`src/rtl/far_pkg.sv`:
```
// Package: shared types and constants for the fraction add and reduce block.
package far_pkg;

  localparam int unsigned InW  = 32;
  localparam int unsigned MagW = 2 * InW + 1;

  typedef struct packed {
    logic [InW-1:0] a_numerator;
    logic [InW-1:0] a_denominator;
    logic [InW-1:0] b_numerator;
    logic [InW-1:0] b_denominator;
  } far_in_t;

  typedef struct packed {
    logic [InW-1:0] sum_numerator;
    logic [InW-1:0] sum_denominator;
    logic           overflow;
  } far_out_t;

  typedef enum logic [3:0] {
    ST_IDLE,
    ST_MUL0,
    ST_MUL1,
    ST_MUL2,
    ST_SUM,
    ST_GCD,
    ST_GCDW,
    ST_DIVNW,
    ST_DIVD,
    ST_DIVDW,
    ST_DONE
  } far_state_e;

  // Request to the shared divider.
  typedef struct packed {
    logic            go;
    logic [MagW-1:0] dividend;
    logic [MagW-1:0] divisor;
  } far_div_req_t;

  // Answer from the shared divider.
  typedef struct packed {
    logic            done;
    logic [MagW-1:0] quotient;
    logic [MagW-1:0] remainder;
  } far_div_rsp_t;

endpackage

```
`src/rtl/fraction_add_reduce_top.sv`:
```
// Top level: adds two fractions and reduces the sum by its Euclid GCD.
//
//   channel  | direction | handshake          | payload
//   ---------+-----------+--------------------+------------------
//   command  | in        | start_i / busy_o   | in_i  (far_in_t)
//   result   | out       | done_o strobe      | out_o (far_out_t)
//
// The three 32x32 products share the one multiplier in states MUL0, MUL1 and SUM,
// the signed sum sharing the third. Each Euclid step issues one division on the
// shared serial divider and waits for its done strobe; the two final divisions
// run the same way, then the result shows with done_o.
// The Euclid step count on the shared divider sets the worst case.
// Reset clears the sequencer; no clearing pass is needed.
// The receiver cannot stall: the result shows for one cycle with done_o.
// A transaction is accepted when start_i is high while busy_o is low.
module fraction_add_reduce_top #(
  parameter int unsigned WIDTH = 32
) (
  input  logic              clk_i,
  input  logic              rst_ni,
  input  logic              start_i,
  output logic              busy_o,
  input  far_pkg::far_in_t  in_i,
  output logic              done_o,
  output far_pkg::far_out_t out_o
);
  import far_pkg::*;

  localparam int unsigned PW = 2 * WIDTH;

  far_state_e state_q, state_d;

  // Sign/magnitude operands of the four inputs.
  logic [WIDTH-1:0] mag_q [4];
  logic [WIDTH-1:0] mag_d [4];
  logic [3:0]       neg_q, neg_d;
  logic [PW-1:0]    p_q, p_d;           // single product register
  logic [MagW-1:0]  t_q, t_d;           // first cross product
  logic             tn_q, tn_d;
  logic [MagW-1:0]  num_q, num_d, den_q, den_d, x_q, x_d, y_q, y_d;
  logic             numn_q, numn_d, denn_q, denn_d, xn_q, xn_d, yn_q, yn_d;
  logic [MagW-1:0]  qn_q, qn_d;
  far_out_t         res_q, res_d;
  logic             done_q, done_d;

  far_div_req_t div_req;
  far_div_rsp_t div_rsp;

  logic [WIDTH-1:0] mul_a, mul_b;
  logic [PW-1:0]    prod;
  logic [WIDTH-1:0] raw [4];
  logic [MagW-1:0]  pm, sum_mag;
  logic             pn, sum_neg;
  logic [MagW-1:0]  lim;
  logic             fit_n, fit_d, qd_neg;

  far_divider u_div (
    .clk_i  (clk_i),
    .rst_ni (rst_ni),
    .req_i  (div_req),
    .rsp_o  (div_rsp)
  );

  assign raw[0] = in_i.a_numerator[WIDTH-1:0];
  assign raw[1] = in_i.a_denominator[WIDTH-1:0];
  assign raw[2] = in_i.b_numerator[WIDTH-1:0];
  assign raw[3] = in_i.b_denominator[WIDTH-1:0];

  // One shared multiplier; operands picked by the sequencer.
  assign prod = PW'(mul_a) * PW'(mul_b);
  assign pm   = MagW'(p_q);
  assign lim  = MagW'(1) << (WIDTH - 1);

  always_comb begin
    // Signed magnitude add of t and the fresh product in p.
    pn = (state_q == ST_SUM) ? ((neg_q[1] != neg_q[2]) && pm != '0) : 1'b0;
    if (tn_q == pn) begin
      sum_mag = t_q + pm;
      sum_neg = tn_q;
    end else if (t_q >= pm) begin
      sum_mag = t_q - pm;
      sum_neg = tn_q;
    end else begin
      sum_mag = pm - t_q;
      sum_neg = pn;
    end
    if (sum_mag == '0) sum_neg = 1'b0;
  end

  always_comb begin
    fit_n  = numn_q ? (qn_q <= lim) : (qn_q < lim);
    qd_neg = (denn_q != xn_q) && div_rsp.quotient != '0;
    fit_d  = qd_neg ? (div_rsp.quotient <= lim) : (div_rsp.quotient < lim);
  end

  always_comb begin
    state_d = state_q;
    mag_d   = mag_q;
    neg_d   = neg_q;
    p_d     = p_q;
    t_d     = t_q;
    tn_d    = tn_q;
    num_d   = num_q;
    numn_d  = numn_q;
    den_d   = den_q;
    denn_d  = denn_q;
    x_d     = x_q;
    xn_d    = xn_q;
    y_d     = y_q;
    yn_d    = yn_q;
    qn_d    = qn_q;
    res_d   = res_q;
    done_d  = 1'b0;
    mul_a   = mag_q[0];
    mul_b   = mag_q[3];
    div_req = '{go: 1'b0, dividend: x_q, divisor: y_q};
    case (state_q)
      ST_IDLE: begin
        if (start_i) begin
          for (int i = 0; i < 4; i++) begin
            neg_d[i] = raw[i][WIDTH-1];
            mag_d[i] = raw[i][WIDTH-1] ? (~raw[i] + 1'b1) : raw[i];
          end
          state_d = ST_MUL0;
        end
      end
      ST_MUL0: begin
        // a_n * b_d
        p_d     = prod;
        state_d = ST_MUL1;
      end
      ST_MUL1: begin
        t_d     = pm;
        tn_d    = (neg_q[0] != neg_q[3]) && pm != '0;
        mul_a   = mag_q[1];
        mul_b   = mag_q[2];
        p_d     = prod;
        state_d = ST_SUM;
      end
      ST_SUM: begin
        num_d   = sum_mag;
        numn_d  = sum_neg;
        x_d     = sum_mag;
        xn_d    = sum_neg;
        mul_a   = mag_q[1];
        mul_b   = mag_q[3];
        p_d     = prod;
        state_d = ST_MUL2;
      end
      ST_MUL2: begin
        den_d   = pm;
        denn_d  = (neg_q[1] != neg_q[3]) && pm != '0;
        y_d     = pm;
        yn_d    = (neg_q[1] != neg_q[3]) && pm != '0;
        state_d = ST_GCD;
      end
      ST_GCD: begin
        if (y_q == '0) begin
          if (x_q == '0) begin
            // Zero GCD: both parts are zero, pass through.
            res_d   = '0;
            done_d  = 1'b1;
            state_d = ST_DONE;
          end else begin
            div_req = '{go: 1'b1, dividend: num_q, divisor: x_q};
            state_d = ST_DIVNW;
          end
        end else begin
          div_req = '{go: 1'b1, dividend: x_q, divisor: y_q};
          state_d = ST_GCDW;
        end
      end
      ST_GCDW: begin
        if (div_rsp.done) begin
          x_d     = y_q;
          xn_d    = yn_q;
          y_d     = div_rsp.remainder;
          yn_d    = xn_q && div_rsp.remainder != '0;
          state_d = ST_GCD;
        end
      end
      ST_DIVNW: begin
        if (div_rsp.done) begin
          qn_d    = div_rsp.quotient;
          numn_d  = (numn_q != xn_q) && div_rsp.quotient != '0;
          state_d = ST_DIVD;
        end
      end
      ST_DIVD: begin
        div_req = '{go: 1'b1, dividend: den_q, divisor: x_q};
        state_d = ST_DIVDW;
      end
      ST_DIVDW: begin
        if (div_rsp.done) begin
          res_d.sum_numerator   = InW'($signed(numn_q ? WIDTH'(-qn_q) : WIDTH'(qn_q)));
          res_d.sum_denominator = InW'($signed(qd_neg ? WIDTH'(-div_rsp.quotient)
                                                      : WIDTH'(div_rsp.quotient)));
          res_d.overflow        = !(fit_n && fit_d);
          done_d  = 1'b1;
          state_d = ST_DONE;
        end
      end
      ST_DONE: state_d = ST_IDLE;
      default: state_d = ST_IDLE;
    endcase
  end

  always_ff @(posedge clk_i or negedge rst_ni) begin
    if (!rst_ni) begin
      state_q <= ST_IDLE;
      done_q  <= 1'b0;
    end else begin
      state_q <= state_d;
      done_q  <= done_d;
    end
  end

  always_ff @(posedge clk_i) begin
    mag_q  <= mag_d;
    neg_q  <= neg_d;
    p_q    <= p_d;
    t_q    <= t_d;
    tn_q   <= tn_d;
    num_q  <= num_d;
    numn_q <= numn_d;
    den_q  <= den_d;
    denn_q <= denn_d;
    x_q    <= x_d;
    xn_q   <= xn_d;
    y_q    <= y_d;
    yn_q   <= yn_d;
    qn_q   <= qn_d;
    res_q  <= res_d;
  end

  assign busy_o = (state_q != ST_IDLE);
  assign done_o = done_q;
  assign out_o  = res_q;

  as_start_leaves_idle : assert property (@(posedge clk_i) disable iff (!rst_ni)
    (state_q == ST_IDLE && start_i) |=> state_q == ST_MUL0)
    else $error("accepted transaction did not start");
  as_done_then_idle : assert property (@(posedge clk_i) disable iff (!rst_ni)
    done_q |-> state_q == ST_DONE)
    else $error("result strobe outside the done state");
  as_no_go_in_wait : assert property (@(posedge clk_i) disable iff (!rst_ni)
    (state_q == ST_GCDW || state_q == ST_DIVNW || state_q == ST_DIVDW) |-> !div_req.go)
    else $error("divider restarted while a division runs");

endmodule

```
`src/rtl/far_divider.sv`:
```
// Bit-serial unsigned restoring divider, one quotient bit per cycle.
module far_divider (
  input  logic                  clk_i,
  input  logic                  rst_ni,
  input  far_pkg::far_div_req_t req_i,
  output far_pkg::far_div_rsp_t rsp_o
);
  import far_pkg::*;

  localparam int unsigned CntW = $clog2(MagW + 1);

  logic [MagW-1:0] quo_q, quo_d, rem_q, rem_d, dvs_q, dvs_d;
  logic [CntW-1:0] cnt_q, cnt_d;
  logic            busy_q, busy_d, done_q, done_d;
  logic [MagW:0]   trial;
  logic [MagW:0]   shifted;

  always_comb begin
    quo_d   = quo_q;
    rem_d   = rem_q;
    dvs_d   = dvs_q;
    cnt_d   = cnt_q;
    busy_d  = busy_q;
    done_d  = 1'b0;
    shifted = {rem_q, quo_q[MagW-1]};
    trial   = shifted - {1'b0, dvs_q};
    if (req_i.go) begin
      quo_d  = req_i.dividend;
      rem_d  = '0;
      dvs_d  = req_i.divisor;
      cnt_d  = CntW'(MagW);
      busy_d = 1'b1;
    end else if (busy_q) begin
      // Shift one dividend bit in, subtract when it fits.
      if (!trial[MagW]) begin
        rem_d = trial[MagW-1:0];
        quo_d = {quo_q[MagW-2:0], 1'b1};
      end else begin
        rem_d = shifted[MagW-1:0];
        quo_d = {quo_q[MagW-2:0], 1'b0};
      end
      cnt_d = cnt_q - 1'b1;
      if (cnt_q == CntW'(1)) begin
        busy_d = 1'b0;
        done_d = 1'b1;
      end
    end
  end

  always_ff @(posedge clk_i or negedge rst_ni) begin
    if (!rst_ni) begin
      busy_q <= 1'b0;
      done_q <= 1'b0;
      cnt_q  <= '0;
    end else begin
      busy_q <= busy_d;
      done_q <= done_d;
      cnt_q  <= cnt_d;
    end
  end

  always_ff @(posedge clk_i) begin
    quo_q <= quo_d;
    rem_q <= rem_d;
    dvs_q <= dvs_d;
  end

  assign rsp_o.done      = done_q;
  assign rsp_o.quotient  = quo_q;
  assign rsp_o.remainder = rem_q;

  as_done_after_busy : assert property (@(posedge clk_i) disable iff (!rst_ni)
    done_q |-> $past(busy_q))
    else $error("divider done without a running division");
  as_no_go_busy : assert property (@(posedge clk_i) disable iff (!rst_ni)
    done_q |-> !busy_q)
    else $error("divider done while still busy");
  as_rem_below : assert property (@(posedge clk_i) disable iff (!rst_ni)
    (done_q && dvs_q != '0) |-> (rem_q < dvs_q))
    else $error("divider remainder not below divisor");

endmodule

```
`config.mk`:
```
export PLATFORM = sky130hd
export DESIGN_NAME = fraction_add_reduce_top
export DESIGN_NICKNAME = d
export VERILOG_FILES = /design/src/rtl/far_pkg.sv /design/src/rtl/fraction_add_reduce_top.sv /design/src/rtl/far_divider.sv
export SDC_FILE = /design/constraint.sdc
export NUM_CORES = 2
export LEC_CHECK = 0
export BUFFER_PORTS_ARGS = -buffer_cell sky130_fd_sc_hd__buf_2
export CAP_MARGIN = 10
export CORE_MARGIN = 1
export CORE_UTILIZATION = 45
export CTS_BUF_LIST = sky130_fd_sc_hd__clkbuf_4
export CTS_CLUSTER_SIZE = 10
export DETAILED_ROUTE_END_ITERATION = 16
export GPL_TIMING_DRIVEN = 0
export PLACE_DENSITY_LB_ADDON = 0.05
export SYNTH_ARGS = -nofsm -noshare
export SYNTH_HDL_FRONTEND = slang
export SYNTH_SLANG_ARGS = --single-unit
```
`constraint.sdc`:
```
create_clock -name clk_i -period 25.7 [get_ports clk_i]
set_input_delay 1.285 -clock clk_i [delete_from_list [all_inputs] [get_ports clk_i]]
set_output_delay 1.285 -clock clk_i [all_outputs]
set_load 0.01 [all_outputs]
```
== Word level (Yosys, flattened, before mapping) ==
Index checks and enable logic that the tools add are counted.
Widths: inputs -> output; s select.

* Equal/unequal tests: 22
* $mul: 1
* Reductions and logical operators: 30
* Bitwise logic cells: 4
* Order comparisons: 5
* Mux-type cells: 56
* $add $sub $neg: 11

{| class="wikitable"
|+ Operators with widths
! kind !! count
|-
| $mux 65 || 10
|-
| $pmux 65 s2 || 3
|-
| $mux 131 || 2
|-
| $pmux 131 s2 || 1
|-
| $logic_not 65->1 || 3
|-
| $reduce_bool 65->1 || 3
|-
| $le 65x32->1 const B || 2
|-
| $lt 65x32->1 const B || 2
|-
| $sub 64x64->65 || 2
|-
| $add 32x1->32 const B || 4
|-
| $mux 32 || 4
|-
| $not 32->32 || 4
|-
| $mux 31 || 4
|-
| $sub 66x65->66 || 1
|-
| $add 64x64->65 || 1
|-
| $ge 64x64->1 || 1
|-
| $mul 32x32->64 || 1
|-
| $neg 32->32 || 2
|-
| $pmux 4 s10 || 1
|-
| $mux 4 || 6
|-
| $mux 1 || 19
|-
| $eq 4x3->1 const B || 4
|-
| $mux 7 || 2
|-
| $reduce_and 2->1 || 5
|-
| other kinds (18) || 42
|}

* Output and inout bits: 67
* Register bits after elaboration: 863
* Bits of input ports: 131

== Longest topological paths before layout ==
* Depth after elaboration: 8
* Depth in mapped cells: 42

== Cells and area by module ==
A second synthesis with hierarchy kept.

* Cell total of the unflattened synthesis: 8,953
* Area, all modules: 85,045.3 um^2

{| class="wikitable"
|+ Modules (own cells, without submodules)
! module !! area an instance (um^2) !! instances !! cells each !! seq. area each (um^2)
|-
| fraction_add_reduce_top || 72,857.4 || 1 || 7,725 || 19,764.0
|-
| far_divider || 12,187.9 || 1 || 1,228 || 5,430.2
|}

== Worst setup path before layout ==
Ideal clock, no wire load.

* Kind: reg2reg
* Start: register state_q[3]
* End: register p_q[61], data pin
* Stages on the path, launching flop included: 37
* Library setup time: 259 ps
* Buffers on the path: 3
* Data arrival time: 11,491 ps
* Setup slack: 13,951 ps
* Required time: 25,441 ps
* Period minus slack after synthesis: 11,749 ps
* Cell sequence: dfrtp_1 > clkbuf_1 > nor2_1 > nand2_1 > nor2_1 > clkbuf_1 > clkbuf_1 > mux2_2 > nand2_1 > fa_1 > fa_1 > fa_1 > fa_1 > inv_1 > fa_1 > inv_1 > fa_1 > inv_1 > fa_1 > inv_1 > fa_1 > inv_1 > ha_1 > and2_1 > nand3_1 > a21oi_1 > a221oi_1 > a21boi_0 > o311ai_0 > a221o_1 > a41oi_1 > o311ai_0 > nand2_1 > nor3_1 > o31ai_1 > nor2b_1 > xnor2_1

* Longest elaborated chain between the ends: 4
* Elaborated cells on any way between the ends: 6
* Those cells by class: mul (1); eq/ne (2); mux (2); reduce/logical (1)

{| class="wikitable"
|+ Ends and longest elaborated chain
! what !! RTL line !! source
|-
| start, declared || fraction_add_reduce_top.sv:31 || <nowiki>far_state_e state_q, state_d;</nowiki>
|-
| start signal, assigned || fraction_add_reduce_top.sv:213 || <nowiki>state_q <= state_d;</nowiki>
|-
| $eq 4x3->1 / $eq 4x2->1 (equally long branches) || fraction_add_reduce_top.sv:117 || <nowiki>case (state_q)</nowiki>
|-
| $reduce_or 2->1 (no source line) || - ||
|-
| $mux 32 || fraction_add_reduce_top.sv:117 ||
|-
| $mul 32x32->64 * || fraction_add_reduce_top.sv:70 || <nowiki>assign prod = PW'(mul_a) * PW'(mul_b);</nowiki>
|-
| via prod[61] || fraction_add_reduce_top.sv:50 || <nowiki>logic [PW-1:0] prod;</nowiki>
|-
| end signal, assigned || fraction_add_reduce_top.sv:221 || <nowiki>p_q <= p_d;</nowiki>
|-
| end, declared || fraction_add_reduce_top.sv:37 || <nowiki>logic [PW-1:0] p_q, p_d;</nowiki>
|}

The timed path passes the listed nets; every way through them passes the cells marked *.
A chain may end at the register's enable or synchronous reset.

== Final worst setup path ==
* Start: register state_q[0]
* End: register p_q[63], data pin

Same word-level chain as after synthesis.

==> run_summary.xml <==
<?xml version="1.0" encoding="UTF-8"?>
<metrics>
  <group name="power">
    <metric name="seq_power_share" unit="%">52.5</metric>
    <metric name="p_leak" unit="nW">39.9</metric>
    <metric name="sw_frac_of_total" unit="%">23.9</metric>
    <metric name="total_switching_power" unit="mW">0.688</metric>
    <metric name="power.density" unit="nW/um^2">31.3</metric>
    <metric name="vdd_ir_max" unit="mV">0.0447</metric>
    <metric name="clkPwrFrac" unit="%">45.6</metric>
    <metric name="share_comb_of_total_power" unit="%">1.9</metric>
    <metric name="power_report.internal_total" unit="mW">2.20</metric>
  </group>
  <group name="global_route">
    <metric name="number_of_antenna_violations_at_the_first_check_in_global_routing" unit="">12</metric>
    <metric name="gr-usage-all-layers" unit="%">37.1</metric>
    <metric name="first_global_vias" unit="">71400</metric>
    <metric name="grt_max_degree" unit="">71</metric>
    <metric name="grt_pass1_wl" unit="um">499000</metric>
    <metric name="grt_overflow" unit="">0</metric>
  </group>
  <group name="timing">
    <metric name="final_max_slew_viol_count" unit="">0</metric>
    <metric name="timing.slew.headroom" unit="%">10.6</metric>
    <metric name="finalSetupViolations" unit="">0</metric>
    <metric name="layout_min_cycle_time" unit="ps">14780</metric>
    <metric name="tightestPinTransition" unit="ps">1300</metric>
    <metric name="achievable-frequency" unit="GHz">0.0677</metric>
    <metric name="final.period_utilization" unit="%">57.5</metric>
    <metric name="report.final.hold_viol_count" unit="">0</metric>
    <metric name="fin_hold_ws" unit="ps">227</metric>
    <metric name="setup_repair_after_global_routing_missed_its_margin" unit="">false</metric>
    <metric name="finalSetupTns" unit="ps">0</metric>
    <metric name="finClkSkew" unit="ps">163</metric>
  </group>
  <group name="clock_network">
    <metric name="post_cts_resized" unit="">0</metric>
    <metric name="cts_tree" unit="">yes</metric>
    <metric name="cts_made_buffers" unit="">237</metric>
    <metric name="cts.clk_slew.worst_paths" unit="ps">70</metric>
    <metric name="cts_sinks" unit="">863</metric>
    <metric name="htreeDepth" unit="">4</metric>
    <metric name="post_cts.repair.setup_buffers" unit="">0</metric>
    <metric name="cts_max_path_buffers" unit="">3</metric>
    <metric name="cts-root-buf" unit="">clkbuf_4</metric>
    <metric name="cts-hold-fix-buffers" unit="">1</metric>
    <metric name="clk-insertion-delay-late" unit="ps">1370</metric>
  </group>
  <group name="critical_path">
    <metric name="cpMaxStageDelayCell" unit="">clkbuf_1</metric>
    <metric name="largest_fanout_on_the_critical_path" unit="">60</metric>
    <metric name="critical_path_depth" unit="">41</metric>
    <metric name="crit_path_frequent_cell" unit="">fa_1</metric>
    <metric name="cp-end-kind" unit="">flip-flop</metric>
    <metric name="timing.critical_path.buf_inv" unit="">13</metric>
    <metric name="regToRegSetupSlack" unit="ps">10920</metric>
    <metric name="critical-path-top-delay-family" unit="">adder cells</metric>
    <metric name="worst-endpoint-arrival" unit="ps">15710</metric>
    <metric name="cp-start-kind" unit="">flip-flop</metric>
    <metric name="timing.critical_path.slowest_cell_delay" unit="ps">840</metric>
    <metric name="worstSetupPathType" unit="">reg -&gt; reg</metric>
    <metric name="cp_data_required_time" unit="ps">26630</metric>
    <metric name="critPathCapture" unit="">p_q[63]$_DFFE_PP_</metric>
    <metric name="reg2regPathDepth" unit="">41</metric>
    <metric name="regToRegStartpoint" unit="">state_q[0]$_DFFE_PN0P_</metric>
    <metric name="regToRegEndpoint" unit="">p_q[63]$_DFFE_PP_</metric>
    <metric name="worst_setup_path_startpoint" unit="">state_q[0]$_DFFE_PN0P_</metric>
  </group>
  <group name="cells_and_area">
    <metric name="area_growth_syn_to_layout" unit="%">9.88</metric>
    <metric name="fin_nets" unit="">10900</metric>
    <metric name="layout-drive-gt1-share" unit="%">9.27</metric>
  </group>
  <group name="synth">
    <metric name="yosys_warnings" unit="">0</metric>
    <metric name="synth.ff_latch_count" unit="">863</metric>
    <metric name="postSynthAreaPerCell" unit="sq um">9.48</metric>
    <metric name="syn-num-nets" unit="">10400</metric>
    <metric name="synth_area" unit="sq um">83900</metric>
    <metric name="synth_ff_type" unit="">edfxtp_1</metric>
    <metric name="postSynthCellCount" unit="">8849</metric>
    <metric name="yosysSeqAreaShare" unit="%">30.0</metric>
    <metric name="async_reset_ff_share" unit="%">1.62</metric>
    <metric name="synth_top_area_cells" unit="">edfxtp_1, fa_1, ha_1</metric>
    <metric name="synth_largest_area_cell" unit="">edfxtp_1</metric>
    <metric name="yosys.area.top_type_share" unit="%">28.1</metric>
    <metric name="synth_enable_flop_cells" unit="">784</metric>
    <metric name="synth_cell_type_count" unit="">95</metric>
  </group>
  <group name="die">
    <metric name="chipWidth" unit="um">434</metric>
    <metric name="core_area" unit="sq um">185000</metric>
    <metric name="die-area" unit="sq um">188000</metric>
    <metric name="floorplan.rows" unit="">158</metric>
    <metric name="initial_core_util" unit="%">45.3</metric>
    <metric name="die_height" unit="um">434</metric>
    <metric name="floorplan.io_pins" unit="">198</metric>
  </group>
  <group name="routing">
    <metric name="ant_nets" unit="">0</metric>
    <metric name="route.detailed.wl_per_inst" unit="um">29.0</metric>
    <metric name="drt-pass1-iter-count" unit="">6</metric>
    <metric name="routed_via_density" unit="">5.82</metric>
    <metric name="drcViolationCount" unit="">0</metric>
    <metric name="finalWirelength" unit="um">349000</metric>
    <metric name="vias" unit="">70000</metric>
    <metric name="drt_iter0_drc" unit="">6306</metric>
  </group>
  <group name="run">
    <metric name="maxCapViolations" unit="">0</metric>
  </group>
  <group name="placed_design">
    <metric name="routabilityCongestion" unit="">1.06</metric>
    <metric name="port_buffers" unit="">197</metric>
    <metric name="detailedPlacementHpwl" unit="um">291000</metric>
  </group>
  <group name="worst_hold_path">
    <metric name="worstHoldPathType" unit="">in -&gt; reg</metric>
  </group>
  <group name="run_status">
    <metric name="run_status" unit="">finished, final reports clean</metric>
  </group>
</metrics>
cell usage after synthesis, drive strengths merged (10+ instances only):
cell type  instances
a2111oi           14
a221oi            10
or4               37
a21boi            15
nor4             117
o22ai             10
nor3              95
nand2b            50
o211ai            33
o31a              15
and3              32
or2               14
edfxtp           784
mux2             144
buf               63
xor2             108
o21a              34
a22oi             62
a21oi            451
nand3             90
clkbuf           339
dfrtp             14
dfxtp             65
and4              12
a221o             15
o311ai            15
inv             1222
and2              28
a31oi            108
a21o             125
o21bai            62
o21ai            406
a211o             14
mux2i            132
o41ai             24
nor2             968
nand2           1040
o31ai             84
nor2b             39
ha               528
nand4             89
a211oi            30
fa               900
xnor2            241
or3               61
state kept, by name, summed over array words and instances (netlist names), 4 cells and up:
register	flops
state_q	4
p_q	64
mag_q	128
out_o	65
u_div.dvs_q	65
t_q	64
u_div.rem_q	65
u_div.quo_q	65
den_q	64
neg_q	4
y_q	65
u_div.cnt_q	7
num_q	65
x_q	65
qn_q	65
power by group through the flow:
| stage | sequential (mW) | combinational, mW | clock [mW] |
|---|---|---|---|
| final | 1.51 | 0.0547 | 1.31 |
| after global routing | 1.51 | 0.0594 | 1.41 |
| after CTS | 1.51 | 0.0546 | 1.35 |
| after detailed placement | 1.54 | 0.0542 | 0 |
| after global placement | 1.54 | 0.0537 | 0 |
| after floorplan | 1.54 | 0.0260 | 0 |
layout make-up:
type / count / area (sq um)
clock buffers: 335 / 2510
repair buffers: 248 / 1770
diodes: 13 / 32.5
multi-input cells: 6359 / 52700
clock inverters: 106 / 669
flip-flops and latches: 863 / 25200
fillers: 17900 / 93000
well taps: 2480 / 3100
plain buffers: 402 / 1580
inverters: 1225 / 4600
cell usage in the layout, fill, tap and decap left out, types with 87 or more instances in the layout:
cell type,instances
clkbuf_1,336
fa_1,900
a21o_1,124
inv_1,1220
edfxtp_1,784
mux2i_1,103
nor3_1,94
mux2_2,143
a31oi_1,107
xnor2_1,241
nand2_1,1039
o21ai_0,391
a21oi_1,450
xor2_1,108
nand4_1,87
clkbuf_4,337
ha_1,528
nor2_1,964
nand3_1,89
buf_2,233
nor4_1,112
kinds of logic (layout without fill, tap and decap cells):
family	count (synthesis)	after routing	synth area share, %
AND/OR/NAND/NOR	2701	2701	14.1
buffers and inverters	1627	2316	7.36
AO/OA/AOI/OAI	1605	1605	12.0
adder cells (fa/ha/maj)	1428	1428	29.3
flip-flops	863	863	30.0
XOR/XNOR	349	349	3.64
multiplexers	276	276	3.51
other	0	13	0
per-stage QoR:
step | cell area (sq um) | setup slack (ps) | instances | utilization (%) | total power, mW
after global placement | 88000 | 8140 | 11500 | 47.5 | 1.60
after floorplan | 83900 | 13950 | 8849 | - | 1.57
after global routing | 92200 | 10280 | 12000 | 49.8 | 2.98
after CTS | 92100 | 11020 | 12000 | 49.7 | 2.91
after detailed placement | 88900 | 11180 | 11600 | 48.0 | 1.60
final | 92200 | 10920 | 12000 | 49.8 | 2.88
per-layer routing:
| layer | wire length [um] | up-vias | global-route usage (%) |
|---|---|---|---|
| met5 | 28 | - | 0 |
| met4 | 28900 | 4 | 25.1 |
| met3 | 24900 | 910 | 6.27 |
| met2 | 161000 | 3270 | 60.5 |
| met1 | 134000 | 34900 | 45.1 |
| li1 | - | 31000 | - |
worst min path at each step:
stage / start / endpoint / slack (ps) / cells after the start
global placement: u_div.quo_q[54]$_DFFE_PP_ / qn_q[54]$_DFFE_PP_ / 460 / 0
floorplan: u_div.quo_q[46]$_DFFE_PP_ / qn_q[46]$_DFFE_PP_ / 440 / 0
global route: in_i[32] / mag_q[32]$_DFFE_PP_ / 140 / 1
finish: in_i[32] / mag_q[32]$_DFFE_PP_ / 230 / 1
detailed placement: u_div.quo_q[37]$_DFFE_PP_ / qn_q[37]$_DFFE_PP_ / 460 / 0
CTS: in_i[32] / mag_q[32]$_DFFE_PP_ / 100 / 1
worst reg2reg max path, delay by kind of cell (launching register included):
| family | cells | cell delay (ps) |
|---|---|---|
| xor gates and xnor gates | 1 | 570 |
| DFF | 1 | 330 |
| muxes | 1 | 290 |
| AOI/OAI and AO/OA | 9 | 3890 |
| and+or+nand+nor | 8 | 1530 |
| adders and majority gates | 9 | 4390 |
| buffers and inverters | 13 | 3410 |
Note: power is estimated with default switching activity, not from simulation.
